**src/rtl/ansi_escape_stripper_macros.svh**
```systemverilog
// Assertion helpers included by the stripper module.
`ifndef ANSI_ESCAPE_STRIPPER_MACROS_SVH
`define ANSI_ESCAPE_STRIPPER_MACROS_SVH

// Property checked outside reset.
`define AES_ASSERT(lbl, prop, msg) \
  lbl: assert property (@(posedge clk) disable iff (rst) (prop)) else $error(msg);

// Property checked at every edge, reset included.
`define AES_ASSERT_ALWAYS(lbl, prop, msg) \
  lbl: assert property (@(posedge clk) (prop)) else $error(msg);

`endif

```
**src/rtl/aes_pkg.sv**
```systemverilog
package aes_pkg;

  localparam int CountWidthDefault = 16;
  localparam int VisW = 16;

  localparam logic [7:0] BYTE_ESC = 8'h1B;
  localparam logic [7:0] BYTE_BEL = 8'h07;
  localparam logic [7:0] BYTE_CSI_OPEN = 8'h5B;
  localparam logic [7:0] BYTE_OSC_OPEN = 8'h5D;
  localparam logic [7:0] BYTE_ST_TAIL = 8'h5C;
  localparam logic [7:0] BYTE_FE_LOW = 8'h40;
  localparam logic [7:0] BYTE_FE_HIGH = 8'h5F;

  typedef enum logic [2:0] {
    MODE_TEXT    = 3'd0,
    MODE_ESC     = 3'd1,
    MODE_CSI     = 3'd2,
    MODE_OSC     = 3'd3,
    MODE_OSC_ESC = 3'd4
  } mode_t;

  typedef struct packed {
    logic [7:0] text_byte;
    logic       end_of_text;
  } text_word_t;

  typedef struct packed {
    logic            keep;
    logic [7:0]      byte_out;
    logic [VisW-1:0] visible_count;
    logic            final_out;
  } result_word_t;

  // Parser state excluding the code point counter.
  typedef struct packed {
    mode_t      mode;
    logic [1:0] cont_left;
  } parse_state_t;

  // What one byte does to the parser.
  typedef struct packed {
    logic         keep;
    logic         count_en;
    parse_state_t state_next;
  } step_res_t;

endpackage

```
**src/rtl/ansi_escape_stripper.sv**
```systemverilog
// A word accepted into the input register moves on to the result register.
// Throughput: one word per cycle while the result is not stalled; the parser state is updated in the same cycle.
// The input register and the result register let a new word in while a result waits.
// Reset (rst, synchronous, active high) empties both registers and returns the parser
// to normal text with a zero count; a word marked end_of_text resets the parser and count after it.
module ansi_escape_stripper
  import aes_pkg::*;
#(
  parameter int COUNT_WIDTH = CountWidthDefault
) (
  input  logic         clk,
  input  logic         rst,
  input  logic         text_valid,
  output logic         text_stall,
  input  text_word_t   text_word,
  output logic         result_valid,
  input  logic         result_stall,
  output result_word_t result_word
);

  localparam int ExtW = (COUNT_WIDTH > VisW) ? COUNT_WIDTH : VisW;
  localparam logic [COUNT_WIDTH-1:0] CountMax = '1;

  // Input register: holds one accepted word until the parser takes it.
  logic       stage_valid;
  text_word_t stage;

  // Parser state and the running code point count.
  parse_state_t           state;
  logic [COUNT_WIDTH-1:0] count;
  logic [COUNT_WIDTH-1:0] count_next;
  logic [ExtW-1:0]        count_ext;

  step_res_t step;
  logic      advance;
  logic      text_take;

  // The staged word moves on when the result register is empty or being emptied.
  assign advance    = stage_valid && (!result_valid || !result_stall);
  assign text_stall = stage_valid && !advance;
  assign text_take  = text_valid && !text_stall;

  aes_step u_step (
    .text_byte (stage.text_byte),
    .state     (state),
    .res       (step)
  );

  // The counter saturates at its all-ones value.
  always_comb begin
    count_next = count;
    if (step.count_en && count != CountMax) begin
      count_next = count + COUNT_WIDTH'(1);
    end
  end

  // The result carries the low bits of the count, zero filled for narrow counters.
  assign count_ext = ExtW'(count_next);

  always_ff @(posedge clk) begin
    if (rst) begin
      stage_valid <= 1'b0;
    end else if (text_take) begin
      stage_valid <= 1'b1;
    end else if (advance) begin
      stage_valid <= 1'b0;
    end
  end

  always_ff @(posedge clk) begin
    if (text_take) begin
      stage <= text_word;
    end
  end

  // Parser state advances once per word; the final word of a string clears it.
  always_ff @(posedge clk) begin
    if (rst) begin
      state.mode      <= MODE_TEXT;
      state.cont_left <= 2'd0;
      count           <= '0;
    end else if (advance) begin
      if (stage.end_of_text) begin
        state.mode      <= MODE_TEXT;
        state.cont_left <= 2'd0;
        count           <= '0;
      end else begin
        state <= step.state_next;
        count <= count_next;
      end
    end
  end

  always_ff @(posedge clk) begin
    if (rst) begin
      result_valid <= 1'b0;
    end else if (advance) begin
      result_valid <= 1'b1;
    end else if (!result_stall) begin
      result_valid <= 1'b0;
    end
  end

  always_ff @(posedge clk) begin
    if (advance) begin
      result_word.keep          <= step.keep;
      result_word.byte_out      <= stage.text_byte;
      result_word.visible_count <= count_ext[VisW-1:0];
      result_word.final_out     <= stage.end_of_text;
    end
  end

`include "ansi_escape_stripper_macros.svh"

  // Continuation bytes are only pending while in normal text.
  `AES_ASSERT(a_cont_in_text, (state.mode != MODE_TEXT) |-> (state.cont_left == 2'd0), "continuation pending outside text")
  // A final word leaves the parser in its reset state.
  `AES_ASSERT(a_final_clears, (advance && stage.end_of_text) |=> (state.mode == MODE_TEXT && state.cont_left == 2'd0 && count == '0), "state not cleared after final word")
  // Within a string the count never goes down.
  `AES_ASSERT(a_count_rises, (advance && !stage.end_of_text) |=> (count >= $past(count)), "count decreased")
  // An empty result register never holds back the input.
  `AES_ASSERT_ALWAYS(a_no_idle_stall, (!result_valid) |-> (!text_stall), "input stalled with empty output")

endmodule

```
**src/rtl/aes_step.sv**
```systemverilog
module aes_step
  import aes_pkg::*;
(
  input  logic [7:0]   text_byte,
  input  parse_state_t state,
  output step_res_t    res
);

  // Normal-text handling of one byte, with the current continuation count.
  function automatic step_res_t text_step(input logic [7:0] b, input logic [1:0] cont);
    step_res_t r;
    r = '0;
    r.state_next.mode = MODE_TEXT;
    if (cont != 2'd0) begin
      r.keep = 1'b1;
      r.state_next.cont_left = cont - 2'd1;
    end else if (b == BYTE_ESC) begin
      r.state_next.mode = MODE_ESC;
    end else begin
      r.keep = 1'b1;
      r.count_en = 1'b1;
      if (b[7:5] == 3'b110) begin
        r.state_next.cont_left = 2'd1;
      end else if (b[7:4] == 4'b1110) begin
        r.state_next.cont_left = 2'd2;
      end else if (b[7:3] == 5'b11110) begin
        r.state_next.cont_left = 2'd3;
      end
    end
    return r;
  endfunction

  // Inside an OSC string: BEL ends it, ESC may start the string terminator.
  function automatic mode_t osc_mode(input logic [7:0] b);
    mode_t m;
    m = MODE_OSC;
    if (b == BYTE_BEL) begin
      m = MODE_TEXT;
    end else if (b == BYTE_ESC) begin
      m = MODE_OSC_ESC;
    end
    return m;
  endfunction

  always_comb begin
    res = '0;
    res.state_next.mode = state.mode;
    unique case (state.mode)
      MODE_ESC: begin
        if (text_byte == BYTE_CSI_OPEN) begin
          res.state_next.mode = MODE_CSI;
        end else if (text_byte == BYTE_OSC_OPEN) begin
          res.state_next.mode = MODE_OSC;
        end else if (text_byte >= BYTE_FE_LOW && text_byte <= BYTE_FE_HIGH) begin
          res.state_next.mode = MODE_TEXT;
        end else begin
          res = text_step(text_byte, state.cont_left);
        end
      end
      MODE_CSI: begin
        if (text_byte >= BYTE_FE_LOW) begin
          res.state_next.mode = MODE_TEXT;
        end
      end
      MODE_OSC: begin
        res.state_next.mode = osc_mode(text_byte);
      end
      MODE_OSC_ESC: begin
        if (text_byte == BYTE_ST_TAIL) begin
          res.state_next.mode = MODE_TEXT;
        end else begin
          res.state_next.mode = osc_mode(text_byte);
        end
      end
      default: begin
        res = text_step(text_byte, state.cont_left);
      end
    endcase
  end

endmodule
```
**config.mk**
```make
export PLATFORM = sky130hd
export DESIGN_NAME = ansi_escape_stripper
export DESIGN_NICKNAME = d
export VERILOG_FILES = /design/src/rtl/aes_pkg.sv /design/src/rtl/ansi_escape_stripper.sv /design/src/rtl/aes_step.sv
export VERILOG_INCLUDE_DIRS = /design/src /design/src/rtl
export SDC_FILE = /design/constraint.sdc
export NUM_CORES = 1
export LEC_CHECK = 0
export CORE_ASPECT_RATIO = 1.5
export CORE_MARGIN = 2
export CORE_UTILIZATION = 47
export CTS_CLUSTER_SIZE = 12
export DETAILED_ROUTE_END_ITERATION = 8
export DONT_BUFFER_PORTS = 1
export PLACE_DENSITY = 0.67
export SKIP_CTS_REPAIR_TIMING = 1
export SLEW_MARGIN = 20
export SYNTH_ARGS = -nofsm -noshare
export SYNTH_HDL_FRONTEND = slang
export SYNTH_HIERARCHICAL = 1
export SYNTH_SLANG_ARGS = --single-unit
```
**constraint.sdc**
```tcl
create_clock -name clk -period 2.45 [get_ports clk]
set_input_delay 0.3675 -clock clk [delete_from_list [all_inputs] [get_ports clk]]
set_output_delay 0.3675 -clock clk [all_outputs]
set_load 0.01 [all_outputs]
```
==> metrics.cfg <==
[routing]
routed_vias_inst=6.14
firstDrtPassIters=4
starting_drc_count_in_detailed_routing=134
drcViolationCount=0
drt_wl_total_um=6540
detailroute.via_count=2215
routedWlPerCell_um=18.1
final_antenna_net_count=0

[power]
leakage_power_nw=1.13
share_seq_of_total_power_pct=56.7
p_switching_w=0.000493
switching_share_pct=25.2
comb_power_share_pct=4.4
power.share.clock_pct=39.0
power.internal_w=0.00146
p_per_area_nw_per_um2=617
worst_ir_drop_vdd_v=0.000303

[floorplanning]
die-area_um2=6810
die_w_um=68.0
die_height_um=100
floorplan_row_count=35
placeableCoreArea_um2=6040
floorplan.io_pins=41
initial_core_util_pct=47.8

[timing]
timing.slew.headroom_pct=51.2
finalSetupViolCount=0
timing.fmax_mhz=434
finalHoldViolations=0
min_period_ns=2.31
tightestPinTransition_ns=0.730
clock-skew-final_ns=0.0104
rsz_0062_raised_after_global_routing=no
report.final.slew_viol_count=0
final.setup.tns_ns=0
timing.final.crit_share_pct=94.1

[setup_path]
reg2reg_depth=8
crit_path_max_fanout=6
startpoint_type=flip-flop
worstPathArrival_ns=2.54
critPathKind=reg2reg
reg2reg_from=stage[5]
setup.reg_to_reg.worst_slack_ns=0.14
critical_path.endpoint_type=flip-flop
crit_required_ns=2.68
timing.rr.end=count[12]

[logic_synthesis]
gate_count_after_technology_mapping=273
synth_ff_type=sky130_fd_sc_hd__edfxtp_1
yosys.cell_types.count=62
synthArstFlopShare_pct=0
yosys_warnings=6
synthesis.area_um2=2890
synth_largest_type_area_fraction_pct=36.4
synth.cells.most_frequent=sky130_fd_sc_hd__edfxtp_1 (35), sky130_fd_sc_hd__nand2_1 (28), sky130_fd_sc_hd__dfxtp_1 (23)
synth.ff_latch_count=58
fraction_of_the_yosys_area_taken_by_sequential_cells_pct=52.3
synth.most_common_cell=sky130_fd_sc_hd__edfxtp_1
synth_fp_nets=287
synth.largest_area_cell=sky130_fd_sc_hd__edfxtp_1
synth_enable_flop_cells=35
yosys-top-cells-area=sky130_fd_sc_hd__edfxtp_1 (36%), sky130_fd_sc_hd__dfxtp_1 (16%), sky130_fd_sc_hd__nand2_1 (3.6%)
avgSynthCellArea_um2=10.6

[final_layout]
area.sequential_um2=1510
antenna_cells=0
multi_input_area_um2=1270
final.fill_count=544
finish.instance_area_um2=3170
final_layout_size_suffix_gt1_share_pct=13.9
nets=296
areaGrowthSynthToFinish_pct=9.65

[cts]
cts.clk_slew.worst_paths_ns=0.07
cts-root-to-sink-buffers=2
numCtsBuffers=9
clock_latency_ns=0.34
tritoncts_clock_tree=yes
cts_sinks=58
h-tree-depth=3
ctsRootBufferMaster=sky130_fd_sc_hd__clkbuf_8

[outcome]
status=finished clean

[place]
dp_hpwl_um=4730
dpl_cell_area_um2=3000
gp_congestion=0.888
io_buffer_count=0

[global_routing]
grt_pass1_vias=2157
grt_first_pass_wirelength_um=10400
grt.overflow.total=0
grt_start_max_net_pins=24
grt.total_usage_pct=21.0
number_of_antenna_violations_at_the_first_check_in_global_routing=0

[worst_hold_path]
worst_hold_startpoint=rst
hold_end=state[0]
min_path_type=in2reg
holdPathStages=1

[flow_run]
max-cap-violations=0

## worst max path at each step
stage	from	endpoint	slack [ns]	cells past startpoint
global placement	stage[5]	count[12]	0.25	8
finish	stage[5]	count[12]	0.14	8
detailed placement	stage[5]	count[12]	0.18	8
floorplan	stage[8]	count[12]	0.20	8
global route	stage[8]	count[8]	0.02	9
CTS	stage[5]	count[12]	0.15	8
## worst max-delay path: stages, from the launching register on
cell and delay [ns]:
sky130_fd_sc_hd__edfxtp_1 0.46, sky130_fd_sc_hd__and2_1 0.23, sky130_fd_sc_hd__nand4_1 0.15, sky130_fd_sc_hd__nand2_1 0.07, sky130_fd_sc_hd__nor2_1 0.17, sky130_fd_sc_hd__nand4_1 0.16, sky130_fd_sc_hd__nor3_2 0.35, sky130_fd_sc_hd__mux2_2 0.39
sky130_fd_sc_hd__a22o_1 0.20
## power groups by stage
| stage | clock, W | sequential, W | combinational [W] |
|---|---|---|---|
| after floorplan | 0 | 0.00112 | 0.0000645 |
| after global placement | 0 | 0.00113 | 0.0000838 |
| after detailed placement | 0 | 0.00113 | 0.0000850 |
| after CTS | 0.000777 | 0.00111 | 0.0000857 |
| after global routing | 0.000815 | 0.00111 | 0.0000936 |
| final | 0.000762 | 0.00111 | 0.0000851 |
## state kept, by name, indices dropped and copies added, names as in the netlist
name,cells
stage,9
count,16
result_valid,1
result_word,26
stage_valid,1
state,5
## cell type report
| type | instances | area share, % |
|---|---|---|
| Clock buffer | 9 | 3.91 |
| Clock inverter | 7 | 1.46 |
| Inverter | 8 | 0.947 |
| Multi-Input combinational cell | 192 | 40.0 |
| Sequential cell | 58 | 47.7 |
| Tap cell | 74 | 2.92 |
| Timing Repair Buffer | 13 | 3.08 |
## per-stage QoR
step	power (W)	std cells	utilization, %	setup slack (ns)	hold slack, ns
floorplan	0.00118	273	-	0.202	0.432
global placement	0.00121	345	49.6	0.248	0.440
detailed placement	0.00121	345	49.6	0.181	0.442
CTS	0.00197	361	52.4	0.154	0.0751
global route	0.00202	361	52.4	0.0247	0.0772
finish	0.00195	361	52.4	0.145	0.0894
## per-layer routing
metal	vias up	share of wire [%]	GRT usage (%)
met3	23	3.6	5.16
met1	1076	37	21.4
met2	57	56	38.1
li1	1059	-	-
met4	0	3.6	10.8
met5	-	0	0
## layout by cell type, fill, tap and decap left out, types with 4 or more instances in the layout
cell,count
sky130_fd_sc_hd__a21oi_1,10
sky130_fd_sc_hd__a31oi_1,10
sky130_fd_sc_hd__and2_1,4
sky130_fd_sc_hd__and4_1,6
sky130_fd_sc_hd__buf_4,13
sky130_fd_sc_hd__clkbuf_8,9
sky130_fd_sc_hd__dfxtp_1,23
sky130_fd_sc_hd__edfxtp_1,35
sky130_fd_sc_hd__inv_1,6
sky130_fd_sc_hd__nand2_1,28
sky130_fd_sc_hd__nand3_1,11
sky130_fd_sc_hd__nand4_1,6
sky130_fd_sc_hd__nor2_1,18
sky130_fd_sc_hd__nor3_1,11
sky130_fd_sc_hd__o211ai_1,4
sky130_fd_sc_hd__o21ai_0,9
sky130_fd_sc_hd__xnor2_1,10
sky130_fd_sc_hd__xor2_1,4
## cell families after synthesis
| kind of cell | after synthesis | share of synthesized area (%) |
|---|---|---|
| mux | 1 | 0.390 |
| flops | 58 | 52.3 |
| xor+xnor | 14 | 4.24 |
| buf+inv | 23 | 3.85 |
| fa+ha+maj | 1 | 0.433 |
| simple gates | 116 | 22.9 |
| compound gates | 60 | 15.8 |
Note: power is estimated with default switching activity, not from simulation.
